===== src/sv/fpw_pkg.sv =====
// fpw_pkg: shared types and constants for the four-level page table walker
// no dependencies
package fpw_pkg;

  localparam int VADDR_W    = 48;
  localparam int ENTRY_W    = 64;
  localparam int ADDR_W     = 52;
  localparam int FRAME_W    = 40;
  localparam int PAGE_SHIFT = 12;
  localparam int INDEX_BITS = 9;
  localparam int ENTRY_SHIFT = PAGE_SHIFT - INDEX_BITS;

  localparam int LEVELS_DEF = 4;

  localparam int QUEUE_DEPTH = 2;

  localparam int PRESENT_BIT = 0;
  localparam int USER_BIT    = 2;

  localparam logic REQ_TRANSLATE = 1'b0;
  localparam logic REQ_RESPONSE  = 1'b1;

  localparam logic [1:0] KIND_READ  = 2'd0;
  localparam logic [1:0] KIND_DONE  = 2'd1;
  localparam logic [1:0] KIND_STRAY = 2'd2;

  localparam logic [1:0] FAULT_LEVEL_MAX = 2'd3;

  // classified input transaction: translate address or returned entry
  typedef struct packed {
    logic               is_req;
    logic [ENTRY_W-1:0] data;
  } item_t;

endpackage


===== src/sv/fpw_if.sv =====
// fpw_if: valid/ready channel interfaces for walker input and result transactions
// depends on fpw_pkg
interface fpw_in_if;
  logic                        valid;
  logic                        ready;
  logic                        req_type;
  logic [fpw_pkg::VADDR_W-1:0] virt_addr;
  logic [fpw_pkg::ENTRY_W-1:0] read_data;

  modport source (output valid, output req_type, output virt_addr, output read_data,
                  input ready);
  modport sink (input valid, input req_type, input virt_addr, input read_data,
                output ready);
endinterface

interface fpw_out_if;
  logic                        valid;
  logic                        ready;
  logic [1:0]                  result_kind;
  logic [fpw_pkg::ADDR_W-1:0]  entry_addr;
  logic [fpw_pkg::ENTRY_W-1:0] leaf_entry;
  logic                        fault;
  logic [1:0]                  fault_level;

  modport source (output valid, output result_kind, output entry_addr, output leaf_entry,
                  output fault, output fault_level, input ready);
  modport sink (input valid, input result_kind, input entry_addr, input leaf_entry,
                input fault, input fault_level, output ready);
endinterface


===== src/sv/fpw_front.sv =====
// fpw_front: accepts input transactions, classifies them and packs the payload
// depends on fpw_pkg and fpw_if
module fpw_front (
  fpw_in_if.sink          in_ch,
  input  logic            queue_full,
  output logic            push,
  output fpw_pkg::item_t  push_item
);
  import fpw_pkg::*;

  assign in_ch.ready = !queue_full;
  assign push        = in_ch.valid && !queue_full;

  always_comb begin
    push_item.is_req = (in_ch.req_type == REQ_TRANSLATE);
    if (push_item.is_req) begin
      push_item.data = ENTRY_W'(in_ch.virt_addr);
    end else begin
      push_item.data = in_ch.read_data;
    end
  end

endmodule


===== src/sv/fpw_queue.sv =====
// fpw_queue: short fifo of classified transactions between front and back
// depends on fpw_pkg
module fpw_queue (
  input  logic            clk,
  input  logic            rst,
  input  logic            push,
  input  fpw_pkg::item_t  push_item,
  output logic            full,
  input  logic            pop,
  output fpw_pkg::item_t  head_item,
  output logic            empty
);
  import fpw_pkg::*;

  localparam int PTR_W = $clog2(QUEUE_DEPTH);

  item_t            slots [QUEUE_DEPTH];
  logic [PTR_W-1:0] wr_ptr;
  logic [PTR_W-1:0] rd_ptr;
  logic [PTR_W:0]   count;

  assign full      = (count == (PTR_W+1)'(QUEUE_DEPTH));
  assign empty     = (count == '0);
  assign head_item = slots[rd_ptr];

  always_ff @(posedge clk) begin
    if (push) begin
      slots[wr_ptr] <= push_item;
    end
  end

  always_ff @(posedge clk) begin
    if (rst) begin
      wr_ptr <= '0;
      rd_ptr <= '0;
      count  <= '0;
    end else begin
      if (push) begin
        wr_ptr <= wr_ptr + 1'b1;
      end
      if (pop) begin
        rd_ptr <= rd_ptr + 1'b1;
      end
      if (push && !pop) begin
        count <= count + 1'b1;
      end else if (pop && !push) begin
        count <= count - 1'b1;
      end
    end
  end

endmodule


===== src/sv/fpw_back.sv =====
// fpw_back: walk state, entry checks, next read address and registered result
// depends on fpw_pkg and fpw_if
module fpw_back #(
  parameter int LEVELS = fpw_pkg::LEVELS_DEF
) (
  input  logic                         clk,
  input  logic                         rst,
  input  logic                         cfg_wr_en,
  input  logic [fpw_pkg::FRAME_W-1:0]  cfg_wr_data,
  input  fpw_pkg::item_t               head_item,
  input  logic                         queue_empty,
  output logic                         pop,
  fpw_out_if.source                    out_ch
);
  import fpw_pkg::*;

  localparam int LW     = $clog2(LEVELS);
  localparam int NSLOT  = 2 ** LW;
  localparam int EXT_W  = PAGE_SHIFT + INDEX_BITS * LEVELS;

  logic [FRAME_W-1:0] root_frame;
  logic               walk_busy;
  logic [LW-1:0]      walk_level;
  logic [VADDR_W-1:0] saved_vaddr;

  logic               walk_busy_next;
  logic [LW-1:0]      walk_level_next;
  logic [VADDR_W-1:0] saved_vaddr_next;

  logic [1:0]         kind_next;
  logic [ADDR_W-1:0]  addr_next;
  logic [ENTRY_W-1:0] leaf_next;
  logic               fault_next;
  logic [1:0]         flevel_next;

  logic               is_last;
  logic               entry_ok;
  logic [VADDR_W-1:0] idx_vaddr;
  logic [EXT_W-1:0]   idx_ext;
  logic [LW-1:0]      idx_level;
  logic [INDEX_BITS-1:0] idx_table [NSLOT];
  logic [INDEX_BITS-1:0] cur_index;
  logic [ENTRY_W-1:0] entry;

  assign pop   = !queue_empty && (!out_ch.valid || out_ch.ready);
  assign entry = head_item.data;

  assign is_last  = (walk_level == LW'(LEVELS - 1));
  assign entry_ok = is_last ? (entry[PRESENT_BIT] && entry[USER_BIT]) : entry[PRESENT_BIT];

  assign idx_vaddr = head_item.is_req ? entry[VADDR_W-1:0] : saved_vaddr;
  assign idx_level = head_item.is_req ? '0 : walk_level + 1'b1;
  assign idx_ext   = EXT_W'(idx_vaddr);

  // index of each level, top level at the highest address bits
  for (genvar l = 0; l < NSLOT; l++) begin : g_index
    if (l < LEVELS) begin : g_used
      assign idx_table[l] =
        idx_ext[PAGE_SHIFT + INDEX_BITS * (LEVELS - 1 - l) +: INDEX_BITS];
    end else begin : g_unused
      assign idx_table[l] = '0;
    end
  end

  assign cur_index = idx_table[idx_level];

  always_comb begin
    walk_busy_next   = walk_busy;
    walk_level_next  = walk_level;
    saved_vaddr_next = saved_vaddr;
    kind_next        = KIND_STRAY;
    addr_next        = '0;
    leaf_next        = '0;
    fault_next       = 1'b0;
    flevel_next      = '0;
    if (head_item.is_req) begin
      kind_next        = KIND_READ;
      addr_next        = {root_frame, cur_index, {ENTRY_SHIFT{1'b0}}};
      walk_busy_next   = 1'b1;
      walk_level_next  = '0;
      saved_vaddr_next = entry[VADDR_W-1:0];
    end else if (!walk_busy) begin
      kind_next = KIND_STRAY;
    end else if (!entry_ok) begin
      kind_next       = KIND_DONE;
      fault_next      = 1'b1;
      flevel_next     = (32'(walk_level) > 32'(FAULT_LEVEL_MAX)) ? FAULT_LEVEL_MAX
                                                                 : 2'(walk_level);
      walk_busy_next  = 1'b0;
      walk_level_next = '0;
    end else if (!is_last) begin
      kind_next       = KIND_READ;
      addr_next       = {entry[ADDR_W-1:PAGE_SHIFT], cur_index, {ENTRY_SHIFT{1'b0}}};
      walk_level_next = walk_level + 1'b1;
    end else begin
      kind_next       = KIND_DONE;
      leaf_next       = entry;
      walk_busy_next  = 1'b0;
      walk_level_next = '0;
    end
  end

  always_ff @(posedge clk) begin
    if (rst) begin
      root_frame   <= '0;
      walk_busy    <= 1'b0;
      walk_level   <= '0;
      saved_vaddr  <= '0;
      out_ch.valid <= 1'b0;
    end else begin
      if (cfg_wr_en) begin
        root_frame <= cfg_wr_data;
      end
      if (pop) begin
        walk_busy    <= walk_busy_next;
        walk_level   <= walk_level_next;
        saved_vaddr  <= saved_vaddr_next;
        out_ch.valid <= 1'b1;
      end else if (out_ch.ready) begin
        out_ch.valid <= 1'b0;
      end
    end
  end

  // result payload, loaded when a transaction leaves the queue
  always_ff @(posedge clk) begin
    if (pop) begin
      out_ch.result_kind <= kind_next;
      out_ch.entry_addr  <= addr_next;
      out_ch.leaf_entry  <= leaf_next;
      out_ch.fault       <= fault_next;
      out_ch.fault_level <= flevel_next;
    end
  end

endmodule


===== src/sv/four_level_page_walk.sv =====
// four_level_page_walk: page table walker top level, front, queue and back
// depends on fpw_pkg, fpw_if, fpw_front, fpw_queue, fpw_back
// an accepted input is written into the queue, and its result is registered at the output as it leaves the queue
// throughput: one transaction per cycle while the result side is not stalled
// the two-entry queue absorbs a stall on the result side before input ready drops
// reset: walk idle at level 0, root_frame 0, queue empty, no result pending
module four_level_page_walk #(
  parameter int LEVELS = fpw_pkg::LEVELS_DEF
) (
  input  logic                        clk,
  input  logic                        rst,
  input  logic                        cfg_wr_en,
  input  logic [fpw_pkg::FRAME_W-1:0] cfg_wr_data,
  fpw_in_if.sink                      in_ch,
  fpw_out_if.source                   out_ch
);
  import fpw_pkg::*;

  logic  push;
  item_t push_item;
  logic  queue_full;
  logic  queue_empty;
  logic  pop;
  item_t head_item;

  fpw_front u_front (
    .in_ch      (in_ch),
    .queue_full (queue_full),
    .push       (push),
    .push_item  (push_item)
  );

  fpw_queue u_queue (
    .clk       (clk),
    .rst       (rst),
    .push      (push),
    .push_item (push_item),
    .full      (queue_full),
    .pop       (pop),
    .head_item (head_item),
    .empty     (queue_empty)
  );

  fpw_back #(
    .LEVELS (LEVELS)
  ) u_back (
    .clk         (clk),
    .rst         (rst),
    .cfg_wr_en   (cfg_wr_en),
    .cfg_wr_data (cfg_wr_data),
    .head_item   (head_item),
    .queue_empty (queue_empty),
    .pop         (pop),
    .out_ch      (out_ch)
  );

endmodule


===== src/flat_wrapper.sv =====
// flat-port wrapper written by rule: the top's interface ports become plain ports
module four_level_page_walk_flat import fpw_pkg::*;
#(
  parameter int LEVELS = fpw_pkg::LEVELS_DEF
)
  (clk, rst, cfg_wr_en, cfg_wr_data, in_ch_valid, in_ch_req_type, in_ch_virt_addr, in_ch_read_data, in_ch_ready, out_ch_valid, out_ch_result_kind, out_ch_entry_addr, out_ch_leaf_entry, out_ch_fault, out_ch_fault_level, out_ch_ready);
  fpw_in_if in_ch_i ();
  fpw_out_if out_ch_i ();
  input  logic clk;
  input  logic rst;
  input  logic cfg_wr_en;
  input  logic [fpw_pkg::FRAME_W-1:0] cfg_wr_data;
  input wire logic [$bits(in_ch_i.valid)-1:0] in_ch_valid;
  input wire logic [$bits(in_ch_i.req_type)-1:0] in_ch_req_type;
  input wire logic [$bits(in_ch_i.virt_addr)-1:0] in_ch_virt_addr;
  input wire logic [$bits(in_ch_i.read_data)-1:0] in_ch_read_data;
  output wire logic [$bits(in_ch_i.ready)-1:0] in_ch_ready;
  output wire logic [$bits(out_ch_i.valid)-1:0] out_ch_valid;
  output wire logic [$bits(out_ch_i.result_kind)-1:0] out_ch_result_kind;
  output wire logic [$bits(out_ch_i.entry_addr)-1:0] out_ch_entry_addr;
  output wire logic [$bits(out_ch_i.leaf_entry)-1:0] out_ch_leaf_entry;
  output wire logic [$bits(out_ch_i.fault)-1:0] out_ch_fault;
  output wire logic [$bits(out_ch_i.fault_level)-1:0] out_ch_fault_level;
  input wire logic [$bits(out_ch_i.ready)-1:0] out_ch_ready;
  assign in_ch_i.valid = in_ch_valid;
  assign in_ch_i.req_type = in_ch_req_type;
  assign in_ch_i.virt_addr = in_ch_virt_addr;
  assign in_ch_i.read_data = in_ch_read_data;
  assign in_ch_ready = in_ch_i.ready;
  assign out_ch_valid = out_ch_i.valid;
  assign out_ch_result_kind = out_ch_i.result_kind;
  assign out_ch_entry_addr = out_ch_i.entry_addr;
  assign out_ch_leaf_entry = out_ch_i.leaf_entry;
  assign out_ch_fault = out_ch_i.fault;
  assign out_ch_fault_level = out_ch_i.fault_level;
  assign out_ch_i.ready = out_ch_ready;
  four_level_page_walk #(.LEVELS(LEVELS)) u_core (.clk(clk), .rst(rst), .cfg_wr_en(cfg_wr_en), .cfg_wr_data(cfg_wr_data), .in_ch(in_ch_i), .out_ch(out_ch_i));
endmodule

===== config.mk =====
export PLATFORM = sky130hd
export DESIGN_NAME = four_level_page_walk_flat
export DESIGN_NICKNAME = d
export VERILOG_FILES = /design/src/sv/fpw_pkg.sv /design/src/sv/fpw_if.sv /design/src/sv/fpw_front.sv /design/src/sv/fpw_queue.sv /design/src/sv/fpw_back.sv /design/src/sv/four_level_page_walk.sv /design/src/flat_wrapper.sv
export SDC_FILE = /design/constraint.sdc
export NUM_CORES = 1
export LEC_CHECK = 0
export ABC_AREA = 1
export BUFFER_PORTS_ARGS = -buffer_cell sky130_fd_sc_hd__buf_4
export CAP_MARGIN = 20
export CORE_UTILIZATION = 45
export DETAILED_ROUTE_END_ITERATION = 10
export PLACE_DENSITY = 0.7
export SYNTH_ARGS = -nofsm -noshare
export SYNTH_HDL_FRONTEND = slang
export SYNTH_SLANG_ARGS = --single-unit

===== constraint.sdc =====
create_clock -name clk -period 4.8 [get_ports clk]
set_input_delay 0.72 -clock clk [delete_from_list [all_inputs] [get_ports clk]]
set_output_delay 0.72 -clock clk [all_outputs]
set_load 0.01 [all_outputs]

==> out/results.ini <==
[global_route]
grt-ovfl-total=0
grt_max_degree=71
globalRouteTotalUtil_pct=20.8
grt_pass1_vias=9250
grt_pass1_wl_um=50100
grt_antenna_before_repair=0

[sta]
tightest_slew_ps=933
slew_headroom_pct=37.8
rsz0062_at_grt=no
period_share_pct=70.4
finClkSkew_ps=14.4
min_period_ps=3380
drv_slew=0
fmax_mhz=296
tns_ps=0
hold_viol=0
finalSetupViolCount=0

[yosys]
yosysTopAreaCell=edfxtp_1
synth-seq-cells=333
synth.area.top_cells=edfxtp_1 (54%), dfxtp_1 (12%), nand2_1 (11%)
ys_types=28
syn_area_per_cell_um2=10.2
yosys_warnings=0
ys_seq_area_share_pct=66.0
netlist_area_um2=13900
synth_top_area_share_pct=53.7
synth_cells=1366

[clock_network]
cts_sinks=333
cts_tree=done
clockRootBuffer=clkbuf_16
cts_hold_repair.buffers=0
post-cts-setup-buffers=0
clock_latency_ps=510
clk_pin_slew_ps=60
clockBufferDepth=3
cts_buffers=34
cts_resized=0
htreeDepth=2

[place]
hpwl_um=23000
numPortBuffers=277
finalWeightedCongestion=0.881

[routing]
viasPerCell=4.93
dr_total_vias=10000
firstDrtPassIters=5
ant_nets=0
wl_um=32900
drtIter0Drc=968
wl_per_cell_um=16.2
drc=0

[pwr]
ir_worst_vdd_uv=297
power_switching_w=0.00353
power.leakage_nw=7.39
power.internal_w=0.00687
fin_total_pwr_w=0.0104
power_frac_seq_pct=44.4
pwr-share-clk_pct=24.1
p_sw_share_pct=34.0
power_density_nw_per_um2=603
p_comb_share_pct=31.5

[floorplan]
ioPinCount=281
die_h_um=178
die_w_um=178
die-area_um2=31500
initial_core_util_pct=46.3
rows=63
core_um2=30000

[setup_path]
endpoint_kind=flop
cp-start-kind=flop
cp.required_ps=5010
crit_arrival_ps=3590
cp_max_fo=61
rrSetupSlack_ps=1420
crit_type=flop to flop

[finish]
drive_above_1_share_pct=24.4
final_nets=1776
register_area_um2=9150
area_delta_synth_final_pct=24.2
nFillCells=2552
antenna_cells=0
multiInputGateArea_um2=3960

[flow_run]
max_cap_viol_count=0

[status]
status=complete, no violations

[hold_path]
hold_class=input pin to flop

==> power groups by stage <==
stage          registers (W)  clock network (W)  logic [W]
6_report             0.00461            0.00251    0.00327
5_1_grt              0.00469            0.00265    0.00362
4_1_cts              0.00462            0.00254    0.00330
3_5_place_dp         0.00468                  0    0.00329
3_3_place_gp         0.00467                  0    0.00324
2_1_floorplan        0.00481                  0    0.00168
==> cell families after synthesis <==
family                   after synthesis  share of synthesized area, %
AO/OA/AOI/OAI                        147                          5.52
adder cells (fa/ha/maj)                2                         0.180
buffers and inverters                183                          5.74
flip-flops                           333                          66.0
multiplexers                          22                          1.59
other                                  1                        0.0270
AND/OR/NAND/NOR                      678                          21.0
==> flip-flops by register name, summed over array words and instances, names as in the netlist, named ones only <==
| signal | flops |
|---|---|
| u_core.u_queue.slots | 130 |
| u_core.u_back.out_ch.leaf_entry | 64 |
| u_core.u_back.out_ch.entry_addr | 49 |
| u_core.u_back.root_frame | 40 |
| u_core.u_back.saved_vaddr | 36 |
| u_core.u_back.out_ch.fault_level | 2 |
| u_core.u_back.out_ch.result_kind | 2 |
| u_core.u_back.walk_level | 2 |
| u_core.u_queue.count | 2 |
| u_core.u_back.out_ch.fault | 1 |
| u_core.u_back.out_ch.valid | 1 |
| u_core.u_back.walk_busy | 1 |
| u_core.u_queue.rd_ptr | 1 |
| u_core.u_queue.wr_ptr | 1 |
==> cell type report <==
| class | count | area share, % |
|---|---|---|
| well taps | 390 | 2.83 |
| repair buffers | 289 | 12.6 |
| flip-flops and latches | 333 | 53.1 |
| multi-input cells | 852 | 23.0 |
| clock buffers | 51 | 5.72 |
| inverters | 106 | 2.32 |
| clock inverters | 10 | 0.436 |
==> synthesized netlist by cell type, drive strengths merged <==
cell type,number
ha,2
o211ai,12
edfxtp,248
inv,104
nand4,8
or2,12
mux2i,22
clkbuf,41
dfxtp,85
buf,36
o21ai,117
nor2,174
nand2,412
nand3,20
conb,1
nor3,52
clkinv,2
a21oi,18
==> layer usage <==
layer / wire length, um / up-vias / global-route usage (%)
met2: 14900 / 364 / 32.6
met1: 15200 / 4619 / 30.2
met3: 2200 / 44 / 3.30
met5: 0 / - / 0
met4: 507 / 0 / 5.09
li1: - / 4984 / -
==> through the flow <==
| stage | hold WS [ps] | setup slack, ps | util, % | std cells | instance area, um^2 |
|---|---|---|---|---|---|
| final | 442 | 1420 | 57.5 | 2031 | 17200 |
| after global routing | 441 | 1150 | 57.5 | 2031 | 17200 |
| after CTS | 427 | 1350 | 57.5 | 2031 | 17200 |
| after detailed placement | 441 | 1370 | 54.0 | 1970 | 16200 |
| after global placement | 424 | 1430 | 54.0 | 1970 | 16200 |
| after floorplan | 426 | 763 | - | 1368 | 13900 |
==> critical path: stages (launching register included) <==
cell and delay (ps):
dfxtp_4 470, inv_2 630, nand2_4 200, nand2_4 600, nor2_8 110, inv_2 580
buf_4 360, nor3_1 90
==> worst paths after layout <==
kind	from	to	cells past startpoint
setup / recovery	flop	u_core.u_back.out_ch.leaf_entry[7]	7
hold / removal	cfg_wr_data[25]	u_core.u_back.root_frame[25]	3
setup reg to reg	flop	u_core.u_back.out_ch.leaf_entry[7]	7
hold reg to reg	u_core.u_queue.rd_ptr	flop	1
==> cell usage in the layout, fill, tap and decap left out, drive strengths merged, types with 20 or more instances in the layout <==
master,n
mux2i,22
o21ai,117
nor3,52
nand3,20
nor2,174
clkbuf,51
edfxtp,248
buf,289
inv,106
dfxtp,85
nand2,412
No activity file was read; power rests on OpenSTA's default activity.
